--- config.mk ---
export PLATFORM = sky130hd
export DESIGN_NAME = egadd_out
export DESIGN_NICKNAME = d
export VERILOG_FILES = /design/src/rtl/egadd_pkg.sv /design/src/rtl/egadd_out.sv
export SDC_FILE = /design/constraint.sdc
export NUM_CORES = 1
export LEC_CHECK = 0
export ABC_AREA = 1
export BUFFER_PORTS_ARGS = -buffer_cell sky130_fd_sc_hd__clkbuf_2
export CAP_MARGIN = 20
export CORE_MARGIN = 3
export CORE_UTILIZATION = 55
export DETAILED_ROUTE_END_ITERATION = 7
export PLACE_DENSITY = 0.82
export SLEW_MARGIN = 40
export SYNTH_ARGS = -nofsm -noshare
export SYNTH_HDL_FRONTEND = slang
export SYNTH_SLANG_ARGS = --single-unit
--- constraint.sdc ---
create_clock -name clk_i -period 5 [get_ports clk_i]
set_clock_uncertainty 0.1 [all_clocks]
set_input_delay 0.25 -clock clk_i [delete_from_list [all_inputs] [get_ports clk_i]]
set_output_delay 0.25 -clock clk_i [all_outputs]
set_load 0.02 [all_outputs]
--- src/rtl/egadd_pkg.sv ---
`timescale 1ns / 1ps
// ----------------------------------------------------------------------------
// Embedding gather-add package
// Shared constants, codes and the issue descriptor passed between the
// sequencer and the output stage.
// ----------------------------------------------------------------------------
package egadd_pkg;

  localparam int unsigned VOCAB_MAX = 4096;
  localparam int unsigned DIM_MAX   = 256;
  localparam int unsigned POS_MAX   = 1024;
  localparam int unsigned LANES     = 4;

  localparam int unsigned OUT_LANES = 4;
  localparam int unsigned ELEM_W    = 16;
  localparam int unsigned ECNT_W    = 9;
  localparam int unsigned RCNT_W    = 6;

  localparam logic [12:0] VOCAB_RST   = 13'd4096;
  localparam logic [8:0]  DIM_RST     = 9'd256;
  localparam logic [10:0] POS_CNT_RST = 11'd1024;
  localparam logic        USE_POS_RST = 1'b1;

  typedef enum logic [2:0] {
    FUNC_WR_TOK = 3'd0,
    FUNC_WR_POS = 3'd1,
    FUNC_SUM    = 3'd2,
    FUNC_TOK    = 3'd3,
    FUNC_POS    = 3'd4
  } func_e;

  typedef enum logic [1:0] {
    ST_OK     = 2'd0,
    ST_BOUNDS = 2'd1,
    ST_NO_POS = 2'd2
  } status_e;

  typedef enum logic [1:0] {
    CFG_VOCAB   = 2'd0,
    CFG_DIM     = 2'd1,
    CFG_POS_CNT = 2'd2,
    CFG_USE_POS = 2'd3
  } cfg_e;

  typedef struct packed {
    logic       valid;
    status_e    status;
    logic [2:0] cnt;
    logic       last;
    logic       use_tok;
    logic       use_pos;
    logic [1:0] e0;
  } issue_t;

endpackage

--- src/rtl/egadd_out.sv ---
`timescale 1ns / 1ps
// ----------------------------------------------------------------------------
// Embedding gather-add output stage
// Aligns the bank read data to lanes, adds and saturates, and buffers the
// results in a two-entry queue that grants issue credit to the sequencer.
// ----------------------------------------------------------------------------
module egadd_out (
  input  logic                   clk_i,
  input  logic                   rst_ni,
  input  egadd_pkg::issue_t      iss_i,
  input  logic [3:0][15:0]       tok_rdata_i,
  input  logic [3:0][15:0]       pos_rdata_i,
  output logic                   issue_ok_o,
  output logic                   m_valid_o,
  input  logic                   m_ready_i,
  output egadd_pkg::status_e     status_o,
  output logic [3:0][15:0]       lanes_o,
  output logic [2:0]             lanes_valid_o,
  output logic                   last_o
);

  typedef struct packed {
    egadd_pkg::status_e status;
    logic [3:0][15:0]   lanes;
    logic [2:0]         lanes_valid;
    logic               last;
  } result_t;

  egadd_pkg::issue_t d1_q;
  result_t           res;
  result_t           fifo_q [2];
  logic              wr_q, rd_q;
  logic [1:0]        cnt_q;
  logic              push, pop;
  logic [2:0]        occ;

  always_comb begin
    logic [1:0]  sel;
    logic [15:0] t, p;
    logic [16:0] sum;
    res.status      = d1_q.status;
    res.lanes_valid = d1_q.cnt;
    res.last        = d1_q.last;
    res.lanes       = '0;
    for (int k = 0; k < 4; k++) begin
      sel = d1_q.e0 + 2'(k);
      t   = d1_q.use_tok ? tok_rdata_i[sel] : 16'd0;
      p   = d1_q.use_pos ? pos_rdata_i[sel] : 16'd0;
      sum = {t[15], t} + {p[15], p};
      if (3'(k) < d1_q.cnt) begin
        if (sum[16] != sum[15]) begin
          res.lanes[k] = sum[16] ? 16'h8000 : 16'h7FFF;
        end else begin
          res.lanes[k] = sum[15:0];
        end
      end
    end
  end

  assign push       = d1_q.valid;
  assign pop        = m_valid_o && m_ready_i;
  assign occ        = 3'(cnt_q) + 3'(d1_q.valid);
  assign issue_ok_o = occ <= (3'd1 + 3'(pop));

  always_ff @(posedge clk_i or negedge rst_ni) begin
    if (!rst_ni) begin
      d1_q  <= '0;
      wr_q  <= 1'b0;
      rd_q  <= 1'b0;
      cnt_q <= 2'd0;
    end else begin
      d1_q  <= iss_i;
      cnt_q <= cnt_q + 2'(push) - 2'(pop);
      if (push) begin
        wr_q <= ~wr_q;
      end
      if (pop) begin
        rd_q <= ~rd_q;
      end
    end
  end

  always_ff @(posedge clk_i) begin
    if (push) begin
      fifo_q[wr_q] <= res;
    end
  end

  assign m_valid_o     = (cnt_q != 2'd0);
  assign status_o      = fifo_q[rd_q].status;
  assign lanes_o       = fifo_q[rd_q].lanes;
  assign lanes_valid_o = fifo_q[rd_q].lanes_valid;
  assign last_o        = fifo_q[rd_q].last;

endmodule

==> flow_metrics.env <==
export IMPL_hold_violations=0
export IMPL_ys_ff_latch=155
export IMPL_timing_fmax_mhz=241
export IMPL_hold_ws_ns=0.0408
export IMPL_clock_power_share_pct=22.3
export IMPL_yosysSeqAreaShare_pct=33.2
export IMPL_cts_buffers=17
export IMPL_cp_max_fo=65
export IMPL_topRoutingLayerUsed="met4"
export IMPL_rsz0062_at_grt="no"
export IMPL_routed_wl_mm=43.0
export IMPL_layout_drive_gt1_share_pct=15.4
export IMPL_cts_sinks=155
export IMPL_cp_required_ns=5.19
export IMPL_wl_per_cell_um=16.6
export IMPL_core_area_sq_um=24500
export IMPL_grt_pass1_vias=12500
export IMPL_fillers=2223
export IMPL_cts_resized=0
export IMPL_p_leak_nw=8.28
export IMPL_cts_htree_levels=4
export IMPL_cts_tree="yes"
export IMPL_p_comb_share_pct=47.1
export IMPL_routed_wl_met3_mm=3.41
export IMPL_max_slew_worst_pin_slew_ns=0.810
export IMPL_firstDrtPassIters=6
export IMPL_max_cap_violations=0
export IMPL_yosysWarningCount=0
export IMPL_first_iter_violations=1516
export IMPL_outcome="finished, final reports clean"
export IMPL_netlist_instances=2095
export IMPL_setup_slack_ns=0.849
export IMPL_tns_ns=0
export IMPL_die_area_sq_um=27000
export IMPL_gp_congestion=0.986
export IMPL_post_place_ws_ns=1.00
export IMPL_via_per_inst=5.41
export IMPL_vias=14000
export IMPL_power_density_nw_per_um2=407
export IMPL_grt_ovfl_total=0
export IMPL_met2WireLength_mm=19.2
export IMPL_p_int_w=0.00358
export IMPL_p_sw_share_pct=44.1
export IMPL_antenna_found_initial=0
export IMPL_areaGrowthSynthToFinish_pct=14.0
export IMPL_grt_total_usage_pct=31.7
export IMPL_wl_met1_mm=19.5
export IMPL_seq_power_share_pct=30.5
export IMPL_period_share_pct=83.0
export IMPL_cts_root_buf="clkbuf_16"
export IMPL_async_reset_ff_share_pct=9.68
export IMPL_vdd_drop_max_mv=0.535
export IMPL_grt_pass1_wl_mm=66.8
export IMPL_start_util_pct=56.3
export IMPL_cts_max_path_buffers=2
export IMPL_final_common_cell="nand2_1"
export IMPL_dpl_hpwl_mm=33.0
export IMPL_row_count=57
export IMPL_fp_dieW_um=164
export IMPL_numPortBuffers=213
export IMPL_relSlewSlack_pct=45.6
export IMPL_syn_nets=2311
export IMPL_syn_area_sq_um=13800
export IMPL_synthFlopType="edfxtp_1"
export IMPL_drc_errors=0
export IMPL_critPathLaunchType="flip-flop"
export IMPL_synth_edf_count=140
export IMPL_multi_input_area_sq_um=7840
export IMPL_final_cell_mix="nand2_1, nor2_1, inv_1"
export IMPL_io_pins=214
export IMPL_seq_area_sq_um=4590
export IMPL_setup_viol=0
export IMPL_postSynthAreaPerCell_sq_um=6.58
export IMPL_cp_arrival_ns=4.34
export IMPL_nNetsFinal=2474
export IMPL_drv_slew=0
export IMPL_post_route_min_period_ns=4.15
export IMPL_min_delay_path_class="in -> reg"
export IMPL_path_class="reg -> reg"
export IMPL_switchingPower_w=0.00282
export IMPL_clk_latency_ns=0.43
export IMPL_grt_max_degree=171
export IMPL_clk_pin_slew_ns=0.07
export IMPL_yosysUniqueCellTypes=30
export IMPL_antenna_left=0
export IMPL_diodes=0
export IMPL_die_h_um=164
export IMPL_critPathCaptureType="flip-flop"
-- power by group through the flow --
stage               clock, W  sequential, W  combinational (W)
finish               0.00143        0.00195            0.00302
global route         0.00149        0.00198            0.00335
CTS                  0.00143        0.00195            0.00300
detailed placement         0        0.00198            0.00298
global placement           0        0.00196            0.00291
floorplan                  0        0.00197            0.00212
-- Yosys cell counts (5+ instances only) --
cell type | count | area share (%)
a21oi_1 | 94 | 3.4
inv_2 | 16 | 0.44
ha_1 | 69 | 6.3
inv_1 | 230 | 6.3
xnor2_1 | 33 | 2.1
dfrtp_1 | 15 | 2.7
nor3_2 | 5 | 0.36
edfxtp_1 | 140 | 31
nand3_1 | 95 | 3.5
nor2_1 | 371 | 10
fa_1 | 5 | 0.73
nand2_1 | 612 | 17
buf_6 | 12 | 0.98
and2_1 | 7 | 0.32
nor3_1 | 10 | 0.36
o21bai_1 | 8 | 0.44
clkbuf_1 | 62 | 1.7
nand3b_1 | 16 | 0.87
nand2_2 | 39 | 1.8
buf_2 | 17 | 0.62
a21oi_4 | 5 | 0.59
o21ai_0 | 194 | 7.0
nand4_1 | 7 | 0.32
xor2_1 | 9 | 0.57
nand3_2 | 5 | 0.36
a21oi_2 | 10 | 0.64
-- logic make-up after synthesis --
kind of cell             after synthesis  share of synthesized area (%)
AO/OA/AOI/OAI                        311                           12.1
adder cells (fa/ha/maj)               74                           6.99
flip-flops                           155                           33.2
XOR/XNOR                              42                           2.67
AND/OR/NAND/NOR                     1172                           34.9
buffers and inverters                341                           10.1
-- path summary, 6_finish.rpt --
path / start / end / slack [ns] / depth (start not counted)
max in group asynchronous: rst_ni / d1_q[0]$_DFF_PN0_ / 4.30 / 2
min in group asynchronous: rst_ni / d1_q[1]$_DFF_PN0_ / 0.18 / 2
worst max-delay path: d1_q[1]$_DFF_PN0_ / fifo_q[1][37]$_DFFE_PP_ / 0.85 / 16
worst max register to register: d1_q[1]$_DFF_PN0_ / fifo_q[1][37]$_DFFE_PP_ / 0.85 / 16
worst min-delay path: m_ready_i / rd_q$_DFFE_PN0P_ / 0.04 / 3
worst min register to register: d1_q[9]$_DFF_PN0_ / fifo_q[1][69]$_DFFE_PP_ / 0.35 / 0
-- worst max-delay path, cell delays in order (launching register included) --
cell	delay [ns]
dfrtp_2	0.46
buf_4	0.30
inv_2	0.43
buf_4	0.45
nor2_1	0.10
nor2_1	0.28
ha_1	0.36
nand2_1	0.10
inv_1	0.06
nand2_1	0.12
nand2_1	0.07
a21oi_1	0.27
nand2_1	0.11
nand2_1	0.08
nand2_2	0.08
a21oi_4	0.35
and2_1	0.23
-- metrics by stage --
step	cells	util, %	total power, W	instance area, sq um
floorplan	2095	-	0.00408	13800
global placement	2550	61.1	0.00488	14900
detailed placement	2551	61.1	0.00496	15000
CTS	2595	64.2	0.00639	15700
global route	2595	64.2	0.00682	15700
finish	2595	64.2	0.00640	15700
-- registers in the layout (all words and copies together), names as in the netlist --
register and cells:
fifo_q 140, wr_q 1, cnt_q 2, rd_q 1, push 1, d1_q 10
-- repair_timing --
item / 4_1_cts / 5_1_grt
hold buffers: 12 / 0
endpoints found under the hold margin: 26 / 0
setup endpoints to repair: 0 / 0
buffers inserted: 0 / 0
-- metal layers --
layer	vias to the layer above	global-route usage (%)
met5	-	0
met4	0	7.73
met3	57	4.01
met2	675	50.2
met1	6326	46.1
li1	6980	-
-- final cells by class --
type,instances,area share [%]
Sequential cell,155,29.2
Multi-Input combinational cell,1599,49.9
Inverter,246,5.89
Timing Repair Buffer,239,8.43
Clock inverter,14,1.27
Tap cell,324,2.58
Clock buffer,18,2.73
Power figures use the tool's default switching activity.
