### src/rtl/egadd_pkg.sv
`timescale 1ns / 1ps
// ----------------------------------------------------------------------------
// Embedding gather-add package
// Shared constants, codes and the issue descriptor passed between the
// sequencer and the output stage.
// ----------------------------------------------------------------------------
package egadd_pkg;

  localparam int unsigned VOCAB_MAX = 4096;
  localparam int unsigned DIM_MAX   = 256;
  localparam int unsigned POS_MAX   = 1024;
  localparam int unsigned LANES     = 4;

  localparam int unsigned OUT_LANES = 4;
  localparam int unsigned ELEM_W    = 16;
  localparam int unsigned ECNT_W    = 9;
  localparam int unsigned RCNT_W    = 6;

  localparam logic [12:0] VOCAB_RST   = 13'd4096;
  localparam logic [8:0]  DIM_RST     = 9'd256;
  localparam logic [10:0] POS_CNT_RST = 11'd1024;
  localparam logic        USE_POS_RST = 1'b1;

  typedef enum logic [2:0] {
    FUNC_WR_TOK = 3'd0,
    FUNC_WR_POS = 3'd1,
    FUNC_SUM    = 3'd2,
    FUNC_TOK    = 3'd3,
    FUNC_POS    = 3'd4
  } func_e;

  typedef enum logic [1:0] {
    ST_OK     = 2'd0,
    ST_BOUNDS = 2'd1,
    ST_NO_POS = 2'd2
  } status_e;

  typedef enum logic [1:0] {
    CFG_VOCAB   = 2'd0,
    CFG_DIM     = 2'd1,
    CFG_POS_CNT = 2'd2,
    CFG_USE_POS = 2'd3
  } cfg_e;

  typedef struct packed {
    logic       valid;
    status_e    status;
    logic [2:0] cnt;
    logic       last;
    logic       use_tok;
    logic       use_pos;
    logic [1:0] e0;
  } issue_t;

endpackage

### src/rtl/egadd_ctrl.sv
`timescale 1ns / 1ps
// ----------------------------------------------------------------------------
// Embedding gather-add sequencer
// Holds the configuration registers, decodes each input transaction and issues
// table writes or one row group read per cycle while the output grants credit.
// ----------------------------------------------------------------------------
module egadd_ctrl #(
  parameter int unsigned VocabMax = egadd_pkg::VOCAB_MAX,
  parameter int unsigned DimMax   = egadd_pkg::DIM_MAX,
  parameter int unsigned PosMax   = egadd_pkg::POS_MAX,
  parameter int unsigned Lanes    = egadd_pkg::LANES,
  localparam int unsigned VW = (VocabMax > 1) ? $clog2(VocabMax) : 1,
  localparam int unsigned PW = (PosMax > 1) ? $clog2(PosMax) : 1,
  localparam int unsigned EW = ($clog2(DimMax) > 2) ? $clog2(DimMax) : 3
) (
  input  logic                            clk_i,
  input  logic                            rst_ni,
  input  logic                            s_valid_i,
  output logic                            s_ready_o,
  input  logic [2:0]                      func_i,
  input  logic [15:0]                     token_i,
  input  logic [15:0]                     position_i,
  input  logic [7:0]                      elem_i,
  input  logic [15:0]                     wval_i,
  input  logic                            cfg_we_i,
  input  logic [1:0]                      cfg_idx_i,
  input  logic [12:0]                     cfg_wdata_i,
  input  logic                            issue_ok_i,
  output egadd_pkg::issue_t               iss_o,
  output logic                            tok_we_o,
  output logic                            pos_we_o,
  output logic [VW-1:0]                   tok_row_o,
  output logic [PW-1:0]                   pos_row_o,
  output logic [EW-1:0]                   elem_o,
  output logic [egadd_pkg::ECNT_W-1:0]    e_o,
  output logic [15:0]                     wval_o
);

  localparam int unsigned Group = (Lanes < 1) ? 1 :
                                  ((Lanes > egadd_pkg::OUT_LANES) ? egadd_pkg::OUT_LANES : Lanes);

  typedef enum logic [1:0] {
    S_IDLE = 2'b01,
    S_RUN  = 2'b10
  } state_e;

  state_e state_q, state_d;

  logic [12:0] vocab_q;
  logic [8:0]  dim_q;
  logic [10:0] pcnt_q;
  logic        cfg_use_pos_q;

  logic                            simple_q, simple_d;
  egadd_pkg::status_e              status_q, status_d;
  logic                            wtok_q, wtok_d;
  logic                            wpos_q, wpos_d;
  logic                            use_tok_q, use_tok_d;
  logic                            use_pos_q, use_pos_d;
  logic [VW-1:0]                   tok_q, tok_d;
  logic [PW-1:0]                   pos_q, pos_d;
  logic [EW-1:0]                   elem_q, elem_d;
  logic [15:0]                     wval_q, wval_d;
  logic [egadd_pkg::ECNT_W-1:0]    e_q, e_d;
  logic [egadd_pkg::RCNT_W-1:0]    n_q, n_d;

  logic [16:0] nv, np_sat, np, pos_cl;
  logic [8:0]  nd, rem;
  logic        tok_oob, pos_oob, elem_oob;
  logic [2:0]  grp_cnt;
  logic        grp_last;

  always_ff @(posedge clk_i or negedge rst_ni) begin
    if (!rst_ni) begin
      vocab_q       <= egadd_pkg::VOCAB_RST;
      dim_q         <= egadd_pkg::DIM_RST;
      pcnt_q        <= egadd_pkg::POS_CNT_RST;
      cfg_use_pos_q <= egadd_pkg::USE_POS_RST;
    end else if (cfg_we_i) begin
      case (egadd_pkg::cfg_e'(cfg_idx_i))
        egadd_pkg::CFG_VOCAB:   vocab_q       <= cfg_wdata_i;
        egadd_pkg::CFG_DIM:     dim_q         <= cfg_wdata_i[8:0];
        egadd_pkg::CFG_POS_CNT: pcnt_q        <= cfg_wdata_i[10:0];
        egadd_pkg::CFG_USE_POS: cfg_use_pos_q <= cfg_wdata_i[0];
        default: ;
      endcase
    end
  end

  assign nv       = (17'(vocab_q) > 17'(VocabMax)) ? 17'(VocabMax) : 17'(vocab_q);
  assign np_sat   = (17'(pcnt_q) > 17'(PosMax)) ? 17'(PosMax) : 17'(pcnt_q);
  assign np       = (np_sat == 17'd0) ? 17'd1 : np_sat;
  assign nd       = (dim_q > 9'(DimMax)) ? 9'(DimMax) : dim_q;
  assign tok_oob  = {1'b0, token_i} >= nv;
  assign pos_oob  = {1'b0, position_i} >= np;
  assign elem_oob = {1'b0, elem_i} >= nd;
  assign pos_cl   = pos_oob ? (np - 17'd1) : {1'b0, position_i};

  assign rem      = nd - e_q;
  assign grp_cnt  = (rem > 9'(Group)) ? 3'(Group) : rem[2:0];
  assign grp_last = (rem <= 9'(Group)) || (n_q == {egadd_pkg::RCNT_W{1'b1}});

  always_comb begin
    state_d   = state_q;
    simple_d  = simple_q;
    status_d  = status_q;
    wtok_d    = wtok_q;
    wpos_d    = wpos_q;
    use_tok_d = use_tok_q;
    use_pos_d = use_pos_q;
    tok_d     = tok_q;
    pos_d     = pos_q;
    elem_d    = elem_q;
    wval_d    = wval_q;
    e_d       = e_q;
    n_d       = n_q;
    iss_o     = '0;
    tok_we_o  = 1'b0;
    pos_we_o  = 1'b0;
    case (state_q)
      S_IDLE: begin
        if (s_valid_i) begin
          tok_d     = token_i[VW-1:0];
          pos_d     = pos_cl[PW-1:0];
          elem_d    = elem_i[EW-1:0];
          wval_d    = wval_i;
          e_d       = '0;
          n_d       = '0;
          wtok_d    = 1'b0;
          wpos_d    = 1'b0;
          use_tok_d = 1'b0;
          use_pos_d = 1'b0;
          simple_d  = 1'b1;
          status_d  = egadd_pkg::ST_OK;
          state_d   = S_RUN;
          case (egadd_pkg::func_e'(func_i))
            egadd_pkg::FUNC_WR_TOK: begin
              status_d = (tok_oob || elem_oob) ? egadd_pkg::ST_BOUNDS : egadd_pkg::ST_OK;
              wtok_d   = !(tok_oob || elem_oob);
            end
            egadd_pkg::FUNC_WR_POS: begin
              status_d = (pos_oob || elem_oob) ? egadd_pkg::ST_BOUNDS : egadd_pkg::ST_OK;
              wpos_d   = !(pos_oob || elem_oob);
            end
            egadd_pkg::FUNC_SUM, egadd_pkg::FUNC_TOK: begin
              if (tok_oob) begin
                status_d = egadd_pkg::ST_BOUNDS;
              end else if (nd != 9'd0) begin
                simple_d  = 1'b0;
                use_tok_d = 1'b1;
                use_pos_d = (func_i == egadd_pkg::FUNC_SUM) && cfg_use_pos_q;
              end
            end
            egadd_pkg::FUNC_POS: begin
              if (!cfg_use_pos_q) begin
                status_d = egadd_pkg::ST_NO_POS;
              end else if (nd != 9'd0) begin
                simple_d  = 1'b0;
                use_pos_d = 1'b1;
              end
            end
            default: begin
              state_d = S_IDLE;
            end
          endcase
        end
      end
      S_RUN: begin
        if (issue_ok_i) begin
          iss_o.valid = 1'b1;
          if (simple_q) begin
            iss_o.status = status_q;
            iss_o.last   = 1'b1;
            tok_we_o     = wtok_q;
            pos_we_o     = wpos_q;
            state_d      = S_IDLE;
          end else begin
            iss_o.status  = egadd_pkg::ST_OK;
            iss_o.cnt     = grp_cnt;
            iss_o.last    = grp_last;
            iss_o.use_tok = use_tok_q;
            iss_o.use_pos = use_pos_q;
            iss_o.e0      = e_q[1:0];
            e_d           = e_q + egadd_pkg::ECNT_W'(Group);
            n_d           = n_q + egadd_pkg::RCNT_W'(1);
            if (grp_last) begin
              state_d = S_IDLE;
            end
          end
        end
      end
      default: begin
        state_d = S_IDLE;
      end
    endcase
  end

  always_ff @(posedge clk_i or negedge rst_ni) begin
    if (!rst_ni) begin
      state_q <= S_IDLE;
    end else begin
      state_q <= state_d;
    end
  end

  always_ff @(posedge clk_i) begin
    simple_q  <= simple_d;
    status_q  <= status_d;
    wtok_q    <= wtok_d;
    wpos_q    <= wpos_d;
    use_tok_q <= use_tok_d;
    use_pos_q <= use_pos_d;
    tok_q     <= tok_d;
    pos_q     <= pos_d;
    elem_q    <= elem_d;
    wval_q    <= wval_d;
    e_q       <= e_d;
    n_q       <= n_d;
  end

  assign s_ready_o = (state_q == S_IDLE);
  assign tok_row_o = tok_q;
  assign pos_row_o = pos_q;
  assign elem_o    = elem_q;
  assign e_o       = e_q;
  assign wval_o    = wval_q;

endmodule

### config.mk
export PLATFORM = sky130hd
export DESIGN_NAME = egadd_ctrl
export DESIGN_NICKNAME = d
export VERILOG_FILES = /design/src/rtl/egadd_pkg.sv /design/src/rtl/egadd_ctrl.sv
export SDC_FILE = /design/constraint.sdc
export NUM_CORES = 1
export LEC_CHECK = 0
export BUFFER_PORTS_ARGS = -buffer_cell sky130_fd_sc_hd__buf_2
export CAP_MARGIN = 25
export CORE_UTILIZATION = 50
export CTS_CLUSTER_DIAMETER = 50
export CTS_CLUSTER_SIZE = 10
export DETAILED_ROUTE_END_ITERATION = 10
export PLACE_DENSITY_LB_ADDON = 0.12
export SYNTH_ARGS = -nofsm -noshare
export SYNTH_HDL_FRONTEND = slang
export SYNTH_SLANG_ARGS = --single-unit
### constraint.sdc
create_clock -name clk_i -period 3.8 [get_ports clk_i]
set_clock_uncertainty 0.2 [all_clocks]
set_input_delay 0.38 -clock clk_i [delete_from_list [all_inputs] [get_ports clk_i]]
set_output_delay 0.38 -clock clk_i [all_outputs]
set_load 0.02 [all_outputs]
==> metrics.txt, run 1 <==
vias in the first global route 3,901; Critical Path RT 3220 ps; total power draw 3.06 mW; Worst setup EP type primary output; hold_ws 19.9 ps; DIE AREA 11,100 µm²; Routed Antenna Nets 0; crit-path max FO 14; endpoints failing hold 0; Post-Syn Area 5320 µm²; largest net degree at the start of global routing 54; Seq pwr share 0.483; main flop type after synthesis edfxtp_1; diodes inserted 0; Crit path arrival time 3010 ps; H-tree depth 3; first-pass GRT wire length 18,200 µm; most frequent cells in the layout buf_2 (143), edfxtp_1 (66), ha_1 (41); share of layout cells above drive strength 1 0.341; synth unique cells 56; Max Buffers Root-to-Sink 2; cell count after synthesis 429; Iter 0 DRT Violations 115; Crit Path Category flip-flop to primary output; Comb pwr share 0.279; max-slew violation count 0; final setup vio count 0; switching share of total power 0.310; CTS buffer count 9; status completed; most common cell after layout, fill and taps aside buf_2; LEAKAGE 2.98 nW; number of clock sinks 102; core area 10,300 µm²; vias after detailed routing 3,933; CTS tree built; final setup margin 214 ps; Initial DRT Pass Iterations 4; # IOs 148; EDFF count, synth 66; Setup Fix Bufs, Post-CTS 0; Fin Setup TNS 0 ps; HP Class primary input to flip-flop; Detailed Place HPWL 8590 µm; clock-pin slew on the worst setup and hold paths 90 ps; Int Pwr 2.11 mW; Worst VDD drop 0.302 mV; Seq/Total Area, Yosys 0.543; clock period minus final worst setup slack 3590 ps; Mapped Avg Cell Area 12.4 µm²; CP startpoint kind flip-flop; Synth Register Bits 102; Area Growth Syn to Fin 25.8%; vias per cell 5.27; num rows 37; slew margin rel. 0.477; initial antenna violation count 0; fin nets 725; IO Port Bufs 143; Max-Cap Viols 0; RSZ-0062 raised after global routing false; GRT overflow 0; Die Ht 105 µm; Switch Pwr 0.951 mW; GRT Util Overall 0.213; Ys Warns 0; pre-CTS WS 479 ps; routed len/inst 15.2 µm; Die W 105 µm; DRC errors left 0; Clock power frac 0.237; Tightest Pin Transition 784 ps; Total Wirelength 11,400 µm; Post-synth ARST share 0.353; root buf cell clkbuf_8; gpl congestion 0.828; later-pin clock latency in the skew report 370 ps; maximum clock frequency 279 MHz; fin crit share 0.944; Starting Density 0.515; Power Density 458 nW/µm²
[cell families after synthesis]
group	count (synthesis)	share of synthesized area
flip-flops	102	0.543
buffers and inverters	37	0.0292
AND/OR/NAND/NOR	125	0.126
XOR/XNOR	18	0.0296
AO/OA/AOI/OAI	62	0.0805
multiplexers	43	0.0944
other	1	0.000705
adder cells (fa/ha/maj)	41	0.0965
[power by group through the flow]
stage / clock, mW / combinational, mW / sequential [mW]
after CTS: 0.750 / 0.852 / 1.48
after global routing: 0.788 / 0.950 / 1.50
final: 0.727 / 0.855 / 1.48
after detailed placement: 0 / 0.826 / 1.51
after global placement: 0 / 0.793 / 1.50
after floorplan: 0 / 0.505 / 1.56
[metal layers]
metal,routed length [µm],vias up,track usage
li1,-,1919,-
met1,4860,1900,0.262
met2,5880,98,0.381
met3,432,16,0.0368
met4,179,0,0.0694
met5,0,-,0
[through the flow]
| stage | cell area [µm²] | util | instances |
|---|---|---|---|
| floorplan | 5330 | - | 432 |
| global placement | 6170 | 0.598 | 701 |
| detailed placement | 6170 | 0.598 | 701 |
| CTS | 6640 | 0.643 | 742 |
| global route | 6690 | 0.648 | 746 |
| finish | 6690 | 0.648 | 746 |
[final timing paths]
path / slack [ps] / start / endpoint / depth (start not counted)
setup reg to reg: 840 / pcnt_q[2]$_DFFE_PN0P_ / pos_row_o[3]$_DFFE_PP_ / 10
min in group asynchronous: 410 / rst_ni / vocab_q[11]$_DFFE_PN0P_ / 2
hold / removal: 20 / token_i[4] / tok_row_o[4]$_DFFE_PP_ / 1
hold reg to reg: 300 / vocab_q[4]$_DFFE_PN0P_ / vocab_q[4]$_DFFE_PN0P_ / 1
setup / recovery: 210 / dim_q[8]$_DFFE_PN1P_ / iss_o[5] / 9
max in group asynchronous: 2470 / rst_ni / dim_q[2]$_DFFE_PN0P_ / 2
[registers in the layout, summed over array words and instances, names as in the netlist, 2 cells and up]
| register | count |
|---|---|
| pcnt_q | 11 |
| elem_o | 8 |
| tok_row_o | 12 |
| pos_row_o | 10 |
| status_q | 2 |
| dim_q | 9 |
| wval_o | 16 |
| e_o | 7 |
| n_q | 6 |
| state_q | 2 |
| vocab_q | 13 |
[worst max-delay path, cell delays in order (launching register included)]
cell and delay [ps]:
dfstp_2 650, nand2b_1 170, inv_1 60, ha_1 320, o211ai_1 240, a21oi_1 170
nor4b_2 280, o221ai_2 210, nor4b_1 320, buf_2 230
[timing repair]
item / 4_1_cts / 5_1_grt
resized for setup: 0 / 2
endpoints found under the setup margin: 0 / 4
hold buffers: 25 / 3
endpoints found under the hold margin: 55 / 3
[synth_stat cells, types with 6 or more instances]
library cell | instances | area (µm²)
o211ai_1 | 6 | 45.0
nor2_1 | 27 | 101
nand3_1 | 7 | 35.0
and3_1 | 8 | 50.1
a21oi_1 | 12 | 60.1
nand2_1 | 30 | 113
xnor2_1 | 14 | 123
dfrtp_1 | 31 | 776
mux2_2 | 25 | 282
and2_1 | 7 | 43.8
inv_1 | 26 | 97.6
ha_1 | 41 | 513
nand2b_1 | 10 | 62.6
edfxtp_1 | 66 | 1980
o21ai_0 | 12 | 60.1
mux2_1 | 8 | 90.1
nor3_1 | 8 | 40.0
clkbuf_1 | 6 | 22.5
mux2_4 | 6 | 90.1
[final cells by class]
cell class,instances,area [µm²]
Timing Repair Buffer,173,1010
Fill cell,854,3630
Multi-Input combinational cell,293,2300
Clock inverter,5,62.6
Sequential cell,102,2890
Tap cell,136,170
Clock buffer,11,153
Inverter,26,97.6
Power figures use the tool's default switching activity.
==> inputs of run 2 (changes only) <==
--- a/config.mk
+++ b/config.mk
@@ -12,6 +12,7 @@
 export CTS_CLUSTER_SIZE = 10
 export DETAILED_ROUTE_END_ITERATION = 10
 export PLACE_DENSITY_LB_ADDON = 0.12
+export SETUP_SLACK_MARGIN = 0.4
 export SYNTH_ARGS = -nofsm -noshare
 export SYNTH_HDL_FRONTEND = slang
 export SYNTH_SLANG_ARGS = --single-unit
==> metrics.txt, run 2 (synthesized netlist as in run 1, its figures left out) <==
Slowest cell on crit path dfstp_2; Detailed Place HPWL 8590 µm (unchanged); Crit Path Category flip-flop to primary output; core area 10,300 µm² (unchanged); fin nets 732 (+0.97%); Worst Hold Path EP tok_row_o[2]$_DFFE_PP_; later-pin clock latency in the skew report 370 ps (about the same); GRT overflow 0 (unchanged); max incr delay on CP 580 ps (-70 ps); maximum clock frequency 303 MHz (+8.8%); largest net degree at the start of global routing 54 (unchanged); M3 GR Usage 0.0412 (+0.00437); root buf cell clkbuf_8; CTS buffer count 9 (unchanged); H-tree depth 3 (unchanged); Critical Path RT 3220 ps (about the same); routed len/inst 15.5 µm (+1.9%); Max-Cap Viols 0 (unchanged); Initial DRT Pass Iterations 4 (unchanged); Routed Antenna Nets 0 (unchanged); number of clock sinks 102 (unchanged); DRC errors left 0 (unchanged); LEAKAGE 3.04 nW (+2.1%); final setup vio count 0 (unchanged); Filler cells 835 (-2.2%); Min-Delay Path Depth 1 (unchanged); gpl congestion 0.828 (unchanged); diodes inserted 0 (unchanged); first-pass GRT wire length 18,500 µm (+1.5%); DIE AREA 11,100 µm² (unchanged); Area Growth Syn to Fin 28.8%; busiest grt layer met2; RSZ-0062 raised after global routing true; crit-path max FO 6 (-8); Total Wirelength 11,700 µm (+2.8%); clock-pin slew on the worst setup and hold paths 90 ps (about the same); Max Buffers Root-to-Sink 2 (unchanged); # IOs 148 (unchanged); most frequent cells in the layout buf_2 (142), edfxtp_1 (66), ha_1 (38); Power Density 458 nW/µm² (+0.11%); GRT Util Overall 0.217 (+0.00368); met1 Use GR 0.263 (+0.000829); Crit path arrival time 2720 ps (-290 ps); share of layout cells above drive strength 1 0.366 (+0.0253); clock period minus final worst setup slack 3300 ps (-290 ps); total power draw 3.14 mW (+2.5%); Largest register FFs 16 (unchanged); grt met2 use 0.387 (+0.00662); Worst VDD drop 0.303 mV (+0.20%); IO Port Bufs 143 (unchanged); HP Class primary input to flip-flop; vias in the first global route 3,955 (+1.4%); Tightest Pin Transition 793 ps (+8.61 ps); r2r setup slk 840 ps (about the same); CTS tree built; HP Start token_i[2]; Seq. cell area 2890 µm² (unchanged); initial antenna violation count 0 (unchanged); R2R cell count 10 (unchanged); CP Buf/Inv Count 3 (+1); Starting Density 0.515 (unchanged); Reg-to-Reg Start pcnt_q[2]$_DFFE_PN0P_; Iter 0 DRT Violations 136 (+18%); most common cell after layout, fill and taps aside buf_2; vias per cell 5.29 (+0.33%); slew margin rel. 0.471 (-0.00574); max-slew violation count 0 (unchanged); Fin Setup TNS 0 ps (unchanged); CP cell instances buf_6 -> nand2b_4 -> inv_1 -> ha_4 -> and2_1 -> nor2_1 -> nor4b_4 -> o221ai_4 -> nor4b_2 -> buf_4; Largest delay share family, worst path simple AND/OR/NAND/NOR gates; Die W 105 µm (unchanged); FF-to-FF End pos_row_o[3]$_DFFE_PP_; status completed; Multi-input gate area 2400 µm² (+4.3%); Die Ht 105 µm (unchanged); Worst setup EP type primary output; fin crit share 0.867 (-0.0762); CP startpoint kind flip-flop; vias after detailed routing 3,983 (+1.3%); num rows 37 (unchanged); endpoints failing hold 0 (unchanged)
==> run 2: cell count changes in the layout (fill, tap and decap cells not counted), moves of 3 or more <==
cell | previous run | this run
buf_4 | 1 | 8
ha_1 | 41 | 38
ha_4 | 0 | 3
nand2b_1 | 10 | 7
nand2b_4 | 0 | 3
==> run 2: worst max path at each step <==
stage               slack, ps                 start        to  depth (start not counted)
detailed placement        480  dim_q[8]$_DFFE_PN1P_  iss_o[5]                          9
global route              350  dim_q[8]$_DFFE_PN1P_  iss_o[5]                          9
CTS                       410  dim_q[8]$_DFFE_PN1P_  iss_o[7]                          9
global placement          660  dim_q[8]$_DFFE_PN1P_  iss_o[4]                          9
floorplan                 400  dim_q[8]$_DFFE_PN1P_  iss_o[5]                          9
finish                    500  dim_q[8]$_DFFE_PN1P_  iss_o[5]                         10
==> run 2: per-stage QoR <==
step           cells  area [µm²]  setup slack (ps)  hold WS, ps   util
2_1_floorplan    432        5330               404         -116      -
3_3_place_gp     701        6170               657          273  0.598
3_5_place_dp     701        6170               479          275  0.598
4_1_cts          748        6720               415         1.94  0.651
5_1_grt          753        6850               354         1.08  0.663
6_report         753        6850               504         19.5  0.663
==> run 2: worst reg2reg max path, delay by kind of cell (launching register included) <==
kind | cells | cell delay [ps]
buf+inv | 1 | 100
mux | 1 | 350
flops | 1 | 440
fa+ha+maj | 1 | 220
simple gates | 3 | 630
compound gates | 4 | 760
==> run 2: timing repair <==
action | CTS | global route
pin swaps | 4 | 7
hold buffers | 25 | 3
resized for setup | 6 | 11
setup endpoints to repair | 4 | 4
setup buffers | 6 | 1
endpoints found under the hold margin | 55 | 3
==> run 2: final cells by class <==
cell class              instances  share of cell area
flip-flops and latches        102               0.422
multi-input cells             293               0.351
repair buffers                180               0.157
well taps                     136              0.0248
clock buffers                  11              0.0223
inverters                      26              0.0142
clock inverters                 5             0.00913
==> run 2: routing by layer <==
layer / vias up / wire length, µm
met3: 18 / 530
met2: 116 / 6100
met4: 0 / 194
met5: - / 0
li1: 1934 / -
met1: 1915 / 4850
==> run 2: power by group <==
part / switching, mW / internal [mW] / leakage (nW)
Sequential: 0.100 / 1.38 / 1.05
Clock: 0.374 / 0.353 / 0.110
Combinational: 0.509 / 0.423 / 1.88
